[src/sv/lip_pkg.sv]
package lip_pkg;

  localparam int COORD_BITS_DEF  = 16;
  localparam int T_FRAC_BITS_DEF = 16;

  localparam int T_BITS = 32;

  localparam logic [T_BITS-1:0] T_MAX = {1'b0, {(T_BITS-1){1'b1}}};
  localparam logic [T_BITS-1:0] T_MIN = {1'b1, {(T_BITS-1){1'b0}}};

  // register stages ahead of the quotient steps: diffs, products, sums, abs, range check
  localparam int PRE_STAGES = 5;
  localparam int LATENCY    = PRE_STAGES + T_BITS + 1;

  typedef enum logic [1:0] {
    REL_INTERSECT = 2'd0,
    REL_PARALLEL  = 2'd1,
    REL_COLLINEAR = 2'd2
  } relation_e;

  typedef struct packed {
    relation_e rel;
    logic      neg;
    logic      ovf;
  } ctl_t;

endpackage

[src/sv/lip_div_step.sv]
module lip_div_step #(
  parameter int NUM_W = 50,
  parameter int DEN_W = 34,
  parameter int SHIFT = 0
) (
  input  logic                      clk_i,
  input  logic                      rst_ni,
  input  logic                      valid_i,
  input  lip_pkg::ctl_t             ctl_i,
  input  logic [NUM_W-1:0]          rem_i,
  input  logic [DEN_W-1:0]          den_i,
  input  logic [lip_pkg::T_BITS-1:0] q_i,
  output logic                      valid_o,
  output lip_pkg::ctl_t             ctl_o,
  output logic [NUM_W-1:0]          rem_o,
  output logic [DEN_W-1:0]          den_o,
  output logic [lip_pkg::T_BITS-1:0] q_o
);

  localparam int CMP_W = (NUM_W > DEN_W + SHIFT) ? NUM_W : DEN_W + SHIFT;

  logic [CMP_W-1:0]           rem_ext;
  logic [CMP_W-1:0]           den_sh;
  logic [CMP_W-1:0]           diff;
  logic                       ge;
  logic                       valid_q;
  lip_pkg::ctl_t              ctl_q;
  logic [NUM_W-1:0]           rem_d, rem_q;
  logic [DEN_W-1:0]           den_q;
  logic [lip_pkg::T_BITS-1:0] q_d, q_q;

  always_comb begin
    rem_ext = CMP_W'(rem_i);
    den_sh  = CMP_W'(den_i) << SHIFT;
    ge      = rem_ext >= den_sh;
    diff    = rem_ext - den_sh;
    rem_d   = ge ? NUM_W'(diff) : rem_i;
    q_d     = {q_i[lip_pkg::T_BITS-2:0], ge};
  end

  always_ff @(posedge clk_i or negedge rst_ni) begin
    if (!rst_ni) begin
      valid_q <= 1'b0;
    end else begin
      valid_q <= valid_i;
    end
  end

  always_ff @(posedge clk_i) begin
    ctl_q <= ctl_i;
    rem_q <= rem_d;
    den_q <= den_i;
    q_q   <= q_d;
  end

  assign valid_o = valid_q;
  assign ctl_o   = ctl_q;
  assign rem_o   = rem_q;
  assign den_o   = den_q;
  assign q_o     = q_q;

endmodule

[config.mk]
export PLATFORM = sky130hd
export DESIGN_NAME = lip_div_step
export DESIGN_NICKNAME = d
export VERILOG_FILES = /design/src/sv/lip_pkg.sv /design/src/sv/lip_div_step.sv
export SDC_FILE = /design/constraint.sdc
export NUM_CORES = 1
export LEC_CHECK = 0
export ABC_AREA = 1
export BUFFER_PORTS_ARGS = -buffer_cell sky130_fd_sc_hd__buf_2
export CAP_MARGIN = 20
export CORE_UTILIZATION = 51
export DETAILED_ROUTE_END_ITERATION = 8
export GPL_ROUTABILITY_DRIVEN = 1
export GPL_TIMING_DRIVEN = 0
export PLACE_DENSITY_LB_ADDON = 0.25
export SETUP_SLACK_MARGIN = 0.3
export SYNTH_ARGS = -nofsm -noshare
export SYNTH_HDL_FRONTEND = slang
export SYNTH_SLANG_ARGS = --single-unit
[constraint.sdc]
create_clock -name clk_i -period 0.8 [get_ports clk_i]
set_input_delay 0.2 -clock clk_i [delete_from_list [all_inputs] [get_ports clk_i]]
set_output_delay 0.2 -clock clk_i [all_outputs]
set_load 0.05 [all_outputs]
==> results of run 1 <==
-- cell families after synthesis --
logic type	synth area share
AO/OA/AOI/OAI	0.0587
XOR/XNOR	0.0213
adder cells (fa/ha/maj)	0.0637
buffers and inverters	0.138
flip-flops	0.347
AND/OR/NAND/NOR	0.372
-- routing by layer --
layer | GRT overflow | track usage
met3 | 10 | 0.736
met5 | 0 | 0.353
met2 | 365 | 1.10
met4 | 171 | 1.02
met1 | 4 | 0.842
-- cells in the mapped netlist --
master	n	area, um2
a21boi_0	1	7.51
a21oi_1	18	90.1
a21oi_2	13	114
and3b_1	1	8.76
buf_4	2	15.0
buf_6	6	67.6
dfrtp_1	1	25.0
dfxtp_1	120	2400
fa_1	1	20.0
ha_1	34	425
inv_1	230	863
inv_2	3	11.3
inv_4	1	6.26
nand2_1	426	1600
nand2_2	11	68.8
nand2_4	1	11.3
nand3_1	52	260
nand3b_1	11	82.6
nand4_1	20	125
nor2_1	88	330
nor2_2	4	25.0
nor2_4	2	22.5
nor3_1	12	60.1
o211ai_1	1	7.51
o21ai_0	2	10.0
o21ai_1	3	15.0
o21ai_2	19	166
or2_2	1	6.26
xnor2_1	17	149
-- metrics by stage --
step                instances  setup TNS (ns)  hold WS [ns]
floorplan                1101          -43.21       -0.0956
global placement         1519          -70.57       -0.0260
detailed placement       1519          -71.41       -0.0238
CTS                      1605          -74.05        -0.143
-- repair_timing --
action | in CTS
setup buffers | 51
pin swaps | 51
endpoints found under the setup margin | 172
hold endpoints to repair | 72
cloned | 2
hold buffers | 1
resized for setup | 513
==> flow_summary.json, run 1 <==
{
  "status": "aborted with a tool error",
  "lastStage": "global routing (5_1_grt)",
  "firstError": "[ERROR GRT-0232] Routing congestion too high. Check the congestion heatmap in the GUI.",
  "start_util": 0.526,
  "grt_usage": 0.902,
  "die_w_um": 119,
  "clockBufferDepth": 2,
  "post_dp_cell_area_mm2": 0.00946,
  "gp_congestion": 0.919,
  "port_buffers": 242,
  "dpl.hpwl_um": 19900,
  "yosysUniqueCellTypes": 29,
  "syn-num-nets": 1259,
  "ys.warnings.count": 0,
  "htreeDepth": 4,
  "row_count": 42,
  "cts.sinks": 121,
  "synth_seq_cells": 121,
  "cts-root-buf": "clkbuf_16",
  "grt_max_degree": 17,
  "synth-seq-area-share": 0.347,
  "grt.overflow.total": 550,
  "dp_slack_ns": -1.59,
  "syn-instance-count": 1101,
  "pin_count": 244,
  "netlist_area_mm2": 0.00700,
  "die_h_um": 119,
  "syn_area_per_cell_um2": 6.35,
  "cts_buffers": 17
}
==> inputs of run 2 (changes only) <==
Settings changed: CORE_UTILIZATION 51 to 40, PLACE_DENSITY_LB_ADDON 0.25 to 0.15, SETUP_SLACK_MARGIN 0.3 to unset.
==> run 2 against run 1 <==
The flow now finishes, with violations (setup timing); synthesized cell count is the same; area after synthesis is the same.
==> flow_summary.json, run 2 <==
{
  "cp_top_family": "simple AND/OR/NAND/NOR gates",
  "drive_gt1_frac": 0.465,
  "met1_usage": 0.380,
  "grt-busiest-layer": "met2",
  "post_dp_cell_area_mm2": 0.00907,
  "yosysMostFrequentCell": "nand2_1",
  "grt_pass1_wl_um": 42800,
  "ys.warnings.count": 0,
  "netlist_top_cells_area": "dfxtp_1 34%, nand2_1 23%, inv_1 12%",
  "syn-num-nets": 1259,
  "final_common_cell": "nand2_1",
  "syn_area_per_cell_um2": 6.35,
  "core_mm2": 0.0168,
  "maxSlewHeadroom": 0.758,
  "fin_hold_ws_ns": 0.00282,
  "synth_top_cell_area_share": 0.343,
  "path_cells": "buf_2 -> inv_1 -> ha_4 -> nand2_1 -> nand2_1 -> nand2_1 -> nand2_1 -> inv_1 -> nand2_2 -> nand2_4 -> nand2_2 -> nor2_4 -> nand2_8 -> clkinv_16 -> buf_12 -> nand2_4 -> o21ai_2",
  "finalSetupViolCount": 172,
  "final_cells": 1711,
  "rsz0062_at_grt": "true",
  "grt.overflow.total": 0,
  "drt-wirelength-per-cell_um": 18.3,
  "dr.pass1.iters": 5,
  "via_per_inst": 4.92,
  "slowest_stage": "ha_4",
  "cp.arrival_ns": 2.08,
  "synth-edff-count": 0,
  "period_needed_ns": 1.75,
  "synth-seq-area-share": 0.347,
  "status": "finished, violations left",
  "path_class": "in2reg",
  "syn_to_final_growth_pct": 83.3,
  "fin_ws_ns": -0.954,
  "pin_count": 244,
  "met2_usage": 0.549,
  "cts_tree": "yes",
  "yosysUniqueCellTypes": 29,
  "cts_buffers": 17,
  "ant_nets": 0,
  "htreeDepth": 4,
  "ir_drop_mv": 1.54,
  "finalMaxSlewViolations": 0,
  "dp_slack_ns": -1.61,
  "p_sw_frac": 0.375,
  "finalCritPeriodShare": 2.19,
  "start_util": 0.416,
  "grt_usage": 0.316,
  "dpl.hpwl_um": 19400,
  "finalHoldViolCount": 0,
  "gp_congestion": 0.913,
  "crit_top_cell": "nand2_1",
  "critPathLaunchType": "input port",
  "crit_end": "rem_o[18]",
  "drc": 0,
  "internal-power_mw": 15.0,
  "synth_flop_cell": "dfxtp_1",
  "antenna_found_initial": 0,
  "max_freq_mhz": 570,
  "largest_reg_flops": 50,
  "stdcell_area_mm2": 0.0128,
  "dieArea_mm2": 0.0180,
  "die_w_um": 134,
  "cp_max_fo": 8,
  "synth-async-reset-ratio": 0.00826,
  "violations": "setup timing",
  "vias": 8410,
  "most-common-layout-cells": "344 x nand2_1, 204 x inv_1, 118 x dfxtp_2, 113 x buf_2, 92 x buf_8",
  "syn-instance-count": 1101,
  "port_buffers": 242,
  "drv_cap": 0,
  "worst_slew_pin_slew_ns": 0.360,
  "netlist_area_mm2": 0.00700,
  "synth_seq_cells": 121,
  "yosys.area.top_type": "dfxtp_1",
  "cp.required_ns": 1.13,
  "post-route-util": 0.763,
  "antenna_cells": 0,
  "clkPwrFrac": 0.334,
  "min_path_cells": 3,
  "place_inst": 1563,
  "grt_pass1_vias": 8059,
  "nNetsFinal": 1636,
  "setup-tns-final_ns": -80.72,
  "die_h_um": 134,
  "cts-root-buf": "clkbuf_16",
  "leakage_nw": 6.52,
  "power.total_mw": 24.0,
  "min_path_type": "in2reg",
  "cp.depth": 17,
  "path_buf_inv": 5,
  "drt_iter0_drc": 538,
  "powerDensity_mw_per_mm2": 1870,
  "cts.sinks": 121,
  "endpoint_kind": "register",
  "switchingPower_mw": 9.01,
  "seq_power_share": 0.297,
  "clk_pin_slew_ns": 0.06,
  "max_stage_delay_ns": 0.23,
  "row_count": 47,
  "grt_max_degree": 17,
  "combPwrFrac": 0.369,
  "clockBufferDepth": 2,
  "crit_start": "den_i[23]",
  "synthTopCellsByCount": "426 x nand2_1, 230 x inv_1, 120 x dfxtp_1",
  "wirelength_um": 31300,
  "grt.met3_usage": 0.0650
}
==> run 2: cell counts after synthesis <==
Identical to the previous run, type by type.
==> run 2: area by class of cell <==
| class | count | area (um2) |
|---|---|---|
| clock inverters | 14 | 163 |
| repair buffers | 357 | 3470 |
| multi-input cells | 738 | 4830 |
| clock buffers | 18 | 429 |
| plain buffers | 8 | 150 |
| repair inverters | 1 | 8.76 |
| well taps | 220 | 275 |
| flip-flops and latches | 121 | 2570 |
| inverters | 234 | 922 |
| fillers | 1170 | 3990 |
==> run 2: worst min-delay path by stage <==
stage / from / end
after global routing: rem_i[31] / rem_o[31]
after floorplan: rst_ni / valid_o
after CTS: rem_i[25] / rem_o[25]
after global placement: rst_ni / valid_o
after detailed placement: rst_ni / valid_o
final: rem_i[49] / rem_o[49]
==> run 2: power by group through the flow <==
stage	combinational [mW]	clock [mW]	sequential, mW
after CTS	8.13	7.91	7.07
after floorplan	2.57	0	9.02
after global placement	6.47	0	6.86
final	8.87	8.01	7.13
after detailed placement	6.50	0	6.88
after global routing	9.29	8.32	7.17
==> run 2: cell families after synthesis <==
kind of cell | Yosys count | share of synthesized area
DFF | 121 | 0.347
xor gates and xnor gates | 17 | 0.0213
AOI/OAI and AO/OA | 57 | 0.0587
buffers and inverters | 242 | 0.138
and+or+nand+nor | 629 | 0.372
adders and majority gates | 35 | 0.0637
==> run 2: timing repair <==
action,in CTS,in global routing
cloned,3,1
buffers inserted,24,16
hold buffers,72,1
hold endpoints to repair,72,1
endpoints found under the setup margin,172,172
pin swaps,14,70
gates resized for setup,525,152
==> run 2: per-layer routing <==
| metal | part of all wire | vias to the layer above |
|---|---|---|
| li1 | - | 4077 |
| met1 | 0.40 | 3842 |
| met2 | 0.49 | 411 |
| met3 | 0.078 | 80 |
| met4 | 0.032 | 0 |
| met5 | 0 | - |
(Power assumes the default switching activity.)
==> inputs of run 3 (changes only) <==
Settings changed: RECOVER_POWER set to 50.
==> run 3 against run 2 <==
Utilization barely moved; sequential cell count stayed put; largest power group unchanged; combinational power about the same; sequential share of layout area about the same; die area did not move; the run still ends with setup timing left; cell count unchanged; largest cell class unchanged; critical path depth unchanged; first-iteration DRC count grew 0.19%; clock-buffer cell count unchanged.
==> flow_summary.json, run 3 (synthesized netlist as in run 2, its figures left out) <==
{
  "status": "finished, violations left",
  "violations": "setup timing",
  "powerDensity_mw_per_mm2": 1870,
  "wirelength_um": 31300,
  "pin_count": 244,
  "cts-root-buf": "clkbuf_16",
  "drv_cap": 0,
  "dr.pass1.iters": 6,
  "syn_to_final_growth_pct": 83.3,
  "max_freq_mhz": 570,
  "cp.arrival_ns": 2.08,
  "grt_max_degree": 17,
  "die_h_um": 134,
  "finalCritPeriodShare": 2.19,
  "critPathLaunchType": "input port",
  "drc": 0,
  "leakage_nw": 6.51,
  "dp_slack_ns": -1.61,
  "drt_iter0_drc": 539,
  "max_stage_delay_ns": 0.23,
  "clk_pin_slew_ns": 0.06,
  "worst_slew_pin_slew_ns": 0.360,
  "most-common-layout-cells": "344 x nand2_1, 204 x inv_1, 118 x dfxtp_2, 109 x buf_2, 92 x buf_8",
  "start_util": 0.416,
  "path_buf_inv": 5,
  "maxSlewHeadroom": 0.758,
  "min_path_type": "in2reg",
  "stdcell_area_mm2": 0.0128,
  "dpl.hpwl_um": 19400,
  "ant_nets": 0,
  "cp_max_fo": 8,
  "final_common_cell": "nand2_1",
  "cts_tree": "yes",
  "grt_pass1_vias": 8059,
  "vias": 8406,
  "power.total_mw": 24.0,
  "gp_congestion": 0.913,
  "cts.sinks": 121,
  "period_needed_ns": 1.75,
  "nNetsFinal": 1636,
  "port_buffers": 242,
  "largest_reg_flops": 50,
  "finalMaxSlewViolations": 0,
  "place_inst": 1563,
  "via_per_inst": 4.91,
  "htreeDepth": 4,
  "drt-wirelength-per-cell_um": 18.3,
  "cp.required_ns": 1.13,
  "die_w_um": 134,
  "rsz0062_at_grt": "true",
  "fin_hold_ws_ns": 0.00281,
  "grt.overflow.total": 0,
  "path_cells": "buf_2 -> inv_1 -> ha_4 -> nand2_1 -> nand2_1 -> nand2_1 -> nand2_1 -> inv_1 -> nand2_2 -> nand2_4 -> nand2_2 -> nor2_4 -> nand2_8 -> clkinv_16 -> buf_12 -> nand2_4 -> o21ai_2",
  "antenna_found_initial": 0,
  "clockBufferDepth": 2,
  "post_dp_cell_area_mm2": 0.00907,
  "grt_pass1_wl_um": 42800,
  "slowest_stage": "ha_4",
  "dieArea_mm2": 0.0180,
  "antenna_cells": 0,
  "cp_top_family": "simple AND/OR/NAND/NOR gates",
  "final_cells": 1711,
  "finalHoldViolCount": 0,
  "ir_drop_mv": 1.54,
  "row_count": 47,
  "core_mm2": 0.0168,
  "path_class": "in2reg",
  "finalSetupViolCount": 172,
  "endpoint_kind": "register",
  "crit_top_cell": "nand2_1",
  "grt_usage": 0.316,
  "cts_buffers": 17,
  "fin_ws_ns": -0.954,
  "fillers": 1172,
  "drive_gt1_frac": 0.462
}
-- run 3: what timing repair did --
action	4_1_cts	5_1_grt
resized for setup	525	152
hold endpoints to repair	72	1
setup endpoints to repair	172	172
pin swaps	14	70
hold buffers	72	1
cloned	3	1
setup buffers	24	16
-- run 3: path summary, 6_finish.rpt --
| path | slack, ns | cells after the start | from | endpoint |
|---|---|---|---|---|
| max in group asynchronous | 0.56 | 2 | rst_ni | valid_o |
| min in group asynchronous | 0.10 | 2 | rst_ni | valid_o |
| min | 0.003 | 3 | rem_i[49] | rem_o[49] |
| max | -0.95 | 17 | den_i[23] | rem_o[18] |
-- run 3: area by class of cell --
type | instances | area [um2] | share of cell area
timing repair inverter | 1 | 8.76 | 0.000683
timing repair buffer | 357 | 3460 | 0.270
buffer | 8 | 150 | 0.0117
sequential | 121 | 2570 | 0.201
clock inverter | 14 | 163 | 0.0127
inverter | 234 | 922 | 0.0719
clock buffer | 18 | 429 | 0.0335
multi-input combinational | 738 | 4830 | 0.377
tap | 220 | 275 | 0.0215
-- run 3: power breakdown --
part / leakage (nW) / internal (mW) / switching, mW / total, mW
registers: 1.02 / 6.75 / 0.376 / 7.13
logic: 5.20 / 3.57 / 5.29 / 8.86
clock network: 0.282 / 4.68 / 3.33 / 8.00
-- run 3: layer usage --
metal,GRT usage,vias up,share of wire
met5,0,-,0
met4,0.122,0,0.032
met3,0.0650,78,0.077
met2,0.549,400,0.49
met1,0.380,3853,0.40
li1,-,4075,-
-- run 3: worst min-delay path: cells and delay by family --
family | cells | cell delay (ns)
simple gates | 2 | 0.10
buf+inv | 1 | 0.10
-- run 3: through the flow --
stage	utilization	setup TNS [ns]
6_report	0.762	-80.67
5_1_grt	0.762	-87.03
4_1_cts	0.722	-73.00
3_5_place_dp	0.539	-72.59
3_3_place_gp	0.539	-72.56
2_1_floorplan	-	-43.14
